## config.mk

```make
export PLATFORM = sky130hd
export DESIGN_NAME = button_gesture_recognizer
export DESIGN_NICKNAME = d
export VERILOG_FILES = /design/src/hdl/bgr_pkg.sv /design/src/hdl/bgr_csr.sv /design/src/hdl/bgr_core.sv /design/src/hdl/button_gesture_recognizer.sv
export SDC_FILE = /design/constraint.sdc
export NUM_CORES = 1
export LEC_CHECK = 0
export BUFFER_PORTS_ARGS = -buffer_cell sky130_fd_sc_hd__clkbuf_2
export CORE_ASPECT_RATIO = 1.2
export CORE_UTILIZATION = 35
export CTS_CLUSTER_DIAMETER = 50
export DETAILED_ROUTE_END_ITERATION = 7
export PLACE_DENSITY_LB_ADDON = 0.25
export SLEW_MARGIN = 30
export SYNTH_ARGS = -nofsm -noshare
export SYNTH_HDL_FRONTEND = slang
export SYNTH_SLANG_ARGS = --single-unit
```

## constraint.sdc

```tcl
create_clock -name clock -period 17.1 [get_ports clock]
set_clock_uncertainty 0.05 [all_clocks]
set_input_delay 0.855 -clock clock [delete_from_list [all_inputs] [get_ports clock]]
set_output_delay 0.855 -clock clock [all_outputs]
set_load 0.05 [all_outputs]
```

## src/hdl/bgr_pkg.sv

```systemverilog
// ----------------------------------------------------------------------------
// bgr_pkg
// Shared types and constants of the button gesture recognizer: request and
// response payloads, configuration set, register indexes and trigger modes.
// ----------------------------------------------------------------------------
package bgr_pkg;

   localparam int TIME_BITS = 32;
   localparam int CSR_INDEX_BITS = 3;
   localparam int CSR_DATA_BITS = 16;

   localparam logic [CSR_INDEX_BITS-1:0] CSR_TRIGGER_MODE = 3'd0;
   localparam logic [CSR_INDEX_BITS-1:0] CSR_HOLD_TICKS   = 3'd1;
   localparam logic [CSR_INDEX_BITS-1:0] CSR_TAP_TICKS    = 3'd2;
   localparam logic [CSR_INDEX_BITS-1:0] CSR_DTAP_WINDOW  = 3'd3;
   localparam logic [CSR_INDEX_BITS-1:0] CSR_DTAP_PEER    = 3'd4;

   localparam logic [2:0] MODE_PRESS      = 3'd0;
   localparam logic [2:0] MODE_RELEASE    = 3'd1;
   localparam logic [2:0] MODE_HOLD       = 3'd2;
   localparam logic [2:0] MODE_TAP        = 3'd3;
   localparam logic [2:0] MODE_DOUBLE_TAP = 3'd4;
   localparam logic [2:0] MODE_CONTINUOUS = 3'd5;
   localparam logic [2:0] MODE_TOGGLE     = 3'd6;

   localparam logic [2:0]  RESET_TRIGGER_MODE = MODE_PRESS;
   localparam logic [15:0] RESET_HOLD_TICKS   = 16'd500;
   localparam logic [15:0] RESET_TAP_TICKS    = 16'd250;
   localparam logic [15:0] RESET_DTAP_WINDOW  = 16'd300;

   typedef struct packed {
      logic        active;
      logic [31:0] now_ticks;
   } req_type;

   typedef struct packed {
      logic held;
      logic fired;
   } rsp_type;

   typedef struct packed {
      logic [2:0]  trigger_mode;
      logic [15:0] hold_ticks;
      logic [15:0] tap_ticks;
      logic [15:0] double_tap_window_ticks;
      logic        has_double_tap_peer;
   } cfg_type;

endpackage

```

## src/hdl/bgr_csr.sv

```systemverilog
// ----------------------------------------------------------------------------
// bgr_csr
// Configuration registers of the recognizer, written through a plain write
// port; writes to indexes beyond the register list are dropped.
// ----------------------------------------------------------------------------
module bgr_csr (
   input  logic                                 clock,
   input  logic                                 reset,
   input  logic                                 csr_write,
   input  logic [bgr_pkg::CSR_INDEX_BITS-1:0]  csr_index,
   input  logic [bgr_pkg::CSR_DATA_BITS-1:0]   csr_wdata,
   output bgr_pkg::cfg_type                     cfg
);
   import bgr_pkg::*;

   cfg_type cfg_ff;
   cfg_type cfg_in;

   always_comb begin
      cfg_in = cfg_ff;
      if (csr_write) begin
         case (csr_index)
            CSR_TRIGGER_MODE: cfg_in.trigger_mode = csr_wdata[2:0];
            CSR_HOLD_TICKS:   cfg_in.hold_ticks = csr_wdata;
            CSR_TAP_TICKS:    cfg_in.tap_ticks = csr_wdata;
            CSR_DTAP_WINDOW:  cfg_in.double_tap_window_ticks = csr_wdata;
            CSR_DTAP_PEER:    cfg_in.has_double_tap_peer = csr_wdata[0];
            default:          cfg_in = cfg_ff;
         endcase
      end
   end

   always_ff @(posedge clock) begin
      if (reset) begin
         cfg_ff.trigger_mode            <= RESET_TRIGGER_MODE;
         cfg_ff.hold_ticks              <= RESET_HOLD_TICKS;
         cfg_ff.tap_ticks               <= RESET_TAP_TICKS;
         cfg_ff.double_tap_window_ticks <= RESET_DTAP_WINDOW;
         cfg_ff.has_double_tap_peer     <= 1'b0;
      end else begin
         cfg_ff <= cfg_in;
      end
   end

   assign cfg = cfg_ff;

endmodule

```

## src/hdl/bgr_core.sv

```systemverilog
// ----------------------------------------------------------------------------
// bgr_core
// Gesture state and the single-pass evaluation of one sample: edge detection,
// press timing and the per-mode held and fired decision.
// ----------------------------------------------------------------------------
module bgr_core (
   input  logic              clock,
   input  logic              reset,
   input  logic              step,
   input  bgr_pkg::req_type  sample,
   input  bgr_pkg::cfg_type  cfg,
   output bgr_pkg::rsp_type  result
);
   import bgr_pkg::*;

   logic                 prev_down_ff, prev_down_in;
   logic [TIME_BITS-1:0] down_time_ff, down_time_in;
   logic                 hold_done_ff, hold_done_in;
   logic                 tap_pending_ff, tap_pending_in;
   logic [TIME_BITS-1:0] pending_time_ff, pending_time_in;
   logic                 swallow_release_ff, swallow_release_in;
   logic [TIME_BITS-1:0] last_tap_time_ff, last_tap_time_in;
   logic                 last_tap_valid_ff, last_tap_valid_in;
   logic                 toggle_state_ff, toggle_state_in;

   logic                 down;
   logic [TIME_BITS-1:0] now;
   logic                 rising;
   logic                 falling;
   logic [TIME_BITS-1:0] dur;
   logic [TIME_BITS-1:0] since_pending;
   logic [TIME_BITS-1:0] since_last_tap;
   logic                 short_press;
   logic                 held;
   logic                 fired;

   assign down    = sample.active;
   assign now     = TIME_BITS'(sample.now_ticks);
   assign rising  = down & ~prev_down_ff;
   assign falling = ~down & prev_down_ff;
   assign dur     = rising ? '0 : now - down_time_ff;
   assign since_last_tap = now - last_tap_time_ff;
   assign short_press = dur < TIME_BITS'(cfg.tap_ticks);

   always_comb begin
      down_time_in       = rising ? now : down_time_ff;
      hold_done_in       = rising ? 1'b0 : hold_done_ff;
      tap_pending_in     = tap_pending_ff;
      pending_time_in    = pending_time_ff;
      swallow_release_in = swallow_release_ff;
      last_tap_time_in   = last_tap_time_ff;
      last_tap_valid_in  = last_tap_valid_ff;
      toggle_state_in    = toggle_state_ff;
      since_pending      = '0;
      held               = 1'b0;
      fired              = 1'b0;

      case (cfg.trigger_mode)
         MODE_PRESS, MODE_CONTINUOUS: begin
            held  = down;
            fired = rising;
         end
         MODE_RELEASE: begin
            held  = falling;
            fired = falling;
         end
         MODE_HOLD: begin
            if (down && dur >= TIME_BITS'(cfg.hold_ticks)) begin
               held = 1'b1;
               if (!hold_done_in) begin
                  fired        = 1'b1;
                  hold_done_in = 1'b1;
               end
            end
         end
         MODE_TAP: begin
            if (rising && tap_pending_ff) begin
               tap_pending_in     = 1'b0;
               swallow_release_in = 1'b1;
            end
            if (falling) begin
               if (swallow_release_in) begin
                  swallow_release_in = 1'b0;
               end else if (short_press) begin
                  if (cfg.has_double_tap_peer) begin
                     tap_pending_in  = 1'b1;
                     pending_time_in = now;
                  end else begin
                     fired = 1'b1;
                  end
               end
            end
            since_pending = now - pending_time_in;
            if (tap_pending_in && !down &&
                since_pending > TIME_BITS'(cfg.double_tap_window_ticks)) begin
               tap_pending_in = 1'b0;
               fired          = 1'b1;
            end
            held = fired;
         end
         MODE_DOUBLE_TAP: begin
            if (rising && last_tap_valid_ff &&
                since_last_tap <= TIME_BITS'(cfg.double_tap_window_ticks)) begin
               fired              = 1'b1;
               last_tap_valid_in  = 1'b0;
               swallow_release_in = 1'b1;
            end
            if (falling) begin
               if (swallow_release_in) begin
                  swallow_release_in = 1'b0;
               end else if (short_press) begin
                  last_tap_time_in  = now;
                  last_tap_valid_in = 1'b1;
               end
            end
            held = fired;
         end
         MODE_TOGGLE: begin
            if (rising) begin
               toggle_state_in = ~toggle_state_ff;
               fired           = toggle_state_in;
            end
            held = toggle_state_in;
         end
         default: begin
            held  = 1'b0;
            fired = 1'b0;
         end
      endcase
      prev_down_in = down;
   end

   always_ff @(posedge clock) begin
      if (reset) begin
         prev_down_ff       <= 1'b0;
         down_time_ff       <= '0;
         hold_done_ff       <= 1'b0;
         tap_pending_ff     <= 1'b0;
         pending_time_ff    <= '0;
         swallow_release_ff <= 1'b0;
         last_tap_time_ff   <= '0;
         last_tap_valid_ff  <= 1'b0;
         toggle_state_ff    <= 1'b0;
      end else if (step) begin
         prev_down_ff       <= prev_down_in;
         down_time_ff       <= down_time_in;
         hold_done_ff       <= hold_done_in;
         tap_pending_ff     <= tap_pending_in;
         pending_time_ff    <= pending_time_in;
         swallow_release_ff <= swallow_release_in;
         last_tap_time_ff   <= last_tap_time_in;
         last_tap_valid_ff  <= last_tap_valid_in;
         toggle_state_ff    <= toggle_state_in;
      end
   end

   assign result.held  = held;
   assign result.fired = fired;

endmodule

```

## src/hdl/button_gesture_recognizer.sv

```systemverilog
// ----------------------------------------------------------------------------
// button_gesture_recognizer
// Tap, hold, double-tap and toggle recognizer for one button binding.
//
//   channel   dir   handshake            payload
//   req_      in    req_valid/req_ready  req_data  (active, now_ticks)
//   rsp_      out   rsp_valid/rsp_ready  rsp_data  (held, fired)
//   csr_      in    csr_write            csr_index, csr_wdata
//
// A request is registered on entry, evaluated and written to the response
// register when that register is free: one request per cycle while rsp_ready is high.
// The input register refills while a response waits, so a stalled response
// holds at most one further request. Reset is synchronous and restores the
// configuration defaults and clears all gesture state.
// ----------------------------------------------------------------------------
module button_gesture_recognizer (
   input  logic                                 clock,
   input  logic                                 reset,
   input  logic                                 req_valid,
   output logic                                 req_ready,
   input  bgr_pkg::req_type                     req_data,
   output logic                                 rsp_valid,
   input  logic                                 rsp_ready,
   output bgr_pkg::rsp_type                     rsp_data,
   input  logic                                 csr_write,
   input  logic [bgr_pkg::CSR_INDEX_BITS-1:0]  csr_index,
   input  logic [bgr_pkg::CSR_DATA_BITS-1:0]   csr_wdata
);
   import bgr_pkg::*;

   cfg_type cfg;
   logic    in_valid_ff, in_valid_in;
   req_type in_data_ff;
   logic    out_valid_ff, out_valid_in;
   rsp_type out_data_ff;
   rsp_type result;
   logic    out_free;
   logic    step;

   bgr_csr u_csr (
      .clock     (clock),
      .reset     (reset),
      .csr_write (csr_write),
      .csr_index (csr_index),
      .csr_wdata (csr_wdata),
      .cfg       (cfg)
   );

   bgr_core u_core (
      .clock  (clock),
      .reset  (reset),
      .step   (step),
      .sample (in_data_ff),
      .cfg    (cfg),
      .result (result)
   );

   assign out_free  = ~out_valid_ff | rsp_ready;
   assign step      = in_valid_ff & out_free;
   assign req_ready = ~in_valid_ff | out_free;

   assign in_valid_in  = (req_valid & req_ready) | (in_valid_ff & ~out_free);
   assign out_valid_in = step | (out_valid_ff & ~rsp_ready);

   always_ff @(posedge clock) begin
      if (reset) begin
         in_valid_ff  <= 1'b0;
         out_valid_ff <= 1'b0;
      end else begin
         in_valid_ff  <= in_valid_in;
         out_valid_ff <= out_valid_in;
      end
   end

   always_ff @(posedge clock) begin
      if (req_valid && req_ready) begin
         in_data_ff <= req_data;
      end
      if (step) begin
         out_data_ff <= result;
      end
   end

   assign rsp_valid = out_valid_ff;
   assign rsp_data  = out_data_ff;

endmodule

```

==> flow_summary.toml <==
[status]
status = "finished clean"

[clock_tree]
clock_path_buffers = 2
cts.sinks = 191
cts_buffers = 17
clkLatencyLatePin_ns = 0.47
cts_hold_buf = 0
cts_tree = "done"
postCtsResizedCells = 0
post_cts_buffers = 0
htree_levels = 4
clock-root-buffer = "clkbuf_16"
path_clk_slew_ns = 0.08

[layout]
drive_above_1_share = 0.0693
most-common-layout-cells = "nand2_1, a21oi_1, nor2_1"
syn2layout_area_growth_pct = 8.78
fin_nets = 2079
fin_util = 0.388
multiInputGateArea_mm2 = 0.00956
fill_cells = 4242
regArea_mm2 = 0.00417
insertedDiodeCount = 0
final_common_cell = "nand2_1"
final_cell_area_mm2 = 0.0159

[timing]
max_freq_mhz = 104
setup_viol = 0
finalSetupTns_ns = 0
tightest_slew_ns = 0.892
hold_viol_final = 0
min_period_ns = 9.62
rsz0062_at_grt = "no"
period_share = 0.562
max-slew-margin-rel = 0.402
slew_viol_final = 0

[synth]
synth_cell_type_count = 87
syn_nets = 2078
syn_area_per_cell_um2 = 7.86
synth_edf_count = 35
async_flop_share = 0
ys_warn_count = 0
ys.flop_type = "dfxtp_1"
ys_seq_area_frac = 0.285
synth_area_mm2 = 0.0146
ys_ff_latch = 191
synthCells = 1861

[worst_setup_path]
worstPathRequired_ns = 17.24
crit_top_cell = "a21oi_1"
cp-end-kind = "register"
path_max_fanout = 35
cp-start-kind = "register"
cp_slowest_cell = "nand3_4"
path_class = "reg -> reg"
cp_data_arrival_time_ns = 9.75
cpPeakStageDelay_ns = 0.58

[placement]
gp_congestion = 0.914
dp.final_hpwl_um = 33100
placedInstanceArea_mm2 = 0.0153
io_buffers = 60

[routing]
drc_errors = 0
vias_per_cell = 5.47
drtIter0Drc = 799
first_pass_iters = 5
routed-via-count = 13200
drt_wl_total_um = 42700
postRouteAntennaNets = 0
detail_route.wl_per_cell_um = 17.7

[flow_run]
cap_violations = 0

[die]
rows = 81
initial_utilization = 0.357
die-area_mm2 = 0.0426
boundaryPins = 61
die_w_um = 189
core_area_mm2 = 0.0409
die-height_um = 226

[grt]
grt_pass1_wl_um = 68500
grt_pass1_vias = 12500
grt_usage = 0.205
grt_max_degree = 79
antenna_found_initial = 0
grt.overflow.total = 0

[power_and_ir_drop]
p_per_area_mw_per_mm2 = 72.6
pwr-share-seq = 0.420
leakage_nw = 6.38
power.share.combinational = 0.225
vdd_ir_drop_max_mv = 0.0756
power_switching_mw = 0.372
power_frac_clock = 0.355
p_sw_frac = 0.322
internal-power_mw = 0.782

[hold_path]
hold_path.class = "reg -> reg"
[final timing paths]
kind              cells past startpoint                 endpoint  slack (ns)                    start
setup / recovery                     39              rsp_data[0]        7.48            in_data_ff[4]
setup reg to reg                     39              rsp_data[0]        7.48            in_data_ff[4]
hold / removal                        2  u_core.down_time_ff[10]        0.41  u_core.down_time_ff[10]
hold reg to reg                       2  u_core.down_time_ff[10]        0.41  u_core.down_time_ff[10]
[cells by family after synthesis]
group | share of synthesized area
mux | 0.0572
flops | 0.285
buf+inv | 0.0624
xor+xnor | 0.0335
simple gates | 0.196
fa+ha+maj | 0.139
compound gates | 0.227
[per-layer routing]
metal	vias to the layer above	GRT usage	share of wire
met3	46	0.0224	0.035
li1	6658	-	-
met4	0	0.0695	0.022
met5	-	0	0
met2	263	0.359	0.48
met1	6226	0.260	0.46
[cells in the mapped netlist (all sizes together) (35+ instances only)]
| library cell | count | area [um2] |
|---|---|---|
| nand2 | 242 | 908 |
| a21oi | 198 | 1010 |
| nor2 | 169 | 634 |
| ha | 157 | 1960 |
| dfxtp | 156 | 3120 |
| inv | 147 | 552 |
| mux2i | 79 | 791 |
| o21ai | 74 | 385 |
| clkbuf | 70 | 264 |
| a211oi | 50 | 380 |
| nand3 | 49 | 263 |
| o211ai | 40 | 310 |
| edfxtp | 35 | 1050 |
[critical path: cells and delay by family (launching register included)]
kind	cells	cell delay, ns
AO/OA/AOI/OAI	14	2.95
XOR/XNOR	2	0.31
adder cells (fa/ha/maj)	5	1.62
flip-flops	1	0.54
multiplexers	2	0.65
AND/OR/NAND/NOR	16	3.22
[power by group through the flow]
stage	clock network (mW)	registers, mW	logic [mW]
3_5_place_dp	0	0.496	0.257
5_1_grt	0.439	0.487	0.291
4_1_cts	0.423	0.486	0.258
3_3_place_gp	0	0.496	0.254
2_1_floorplan	0	0.489	0.188
6_report	0.410	0.485	0.259
[through the flow]
step	setup WS (ns)	power (mW)	hold WS, ns	cells
final	7.48	1.15	0.407	2414
after global routing	6.86	1.22	0.427	2414
after CTS	7.49	1.17	0.407	2414
after detailed placement	7.56	0.753	0.396	2382
after global placement	7.77	0.750	0.393	2382
after floorplan	9.37	0.677	0.383	1861
[state kept, by name (all words and copies together), names as in the netlist, 2 cells and up]
register                 cells
in_data_ff                  33
rsp_data                     2
u_core.down_time_ff         32
u_core.last_tap_time_ff     32
u_core.pending_time_ff      32
u_csr.cfg                   52
[layout make-up]
class	count	area share
well taps	539	0.0424
repair buffers	67	0.0223
flip-flops and latches	191	0.262
multi-input cells	1437	0.601
clock inverters	10	0.00527
inverters	148	0.0349
clock buffers	22	0.0318
Note: power is estimated with default switching activity, not from simulation.
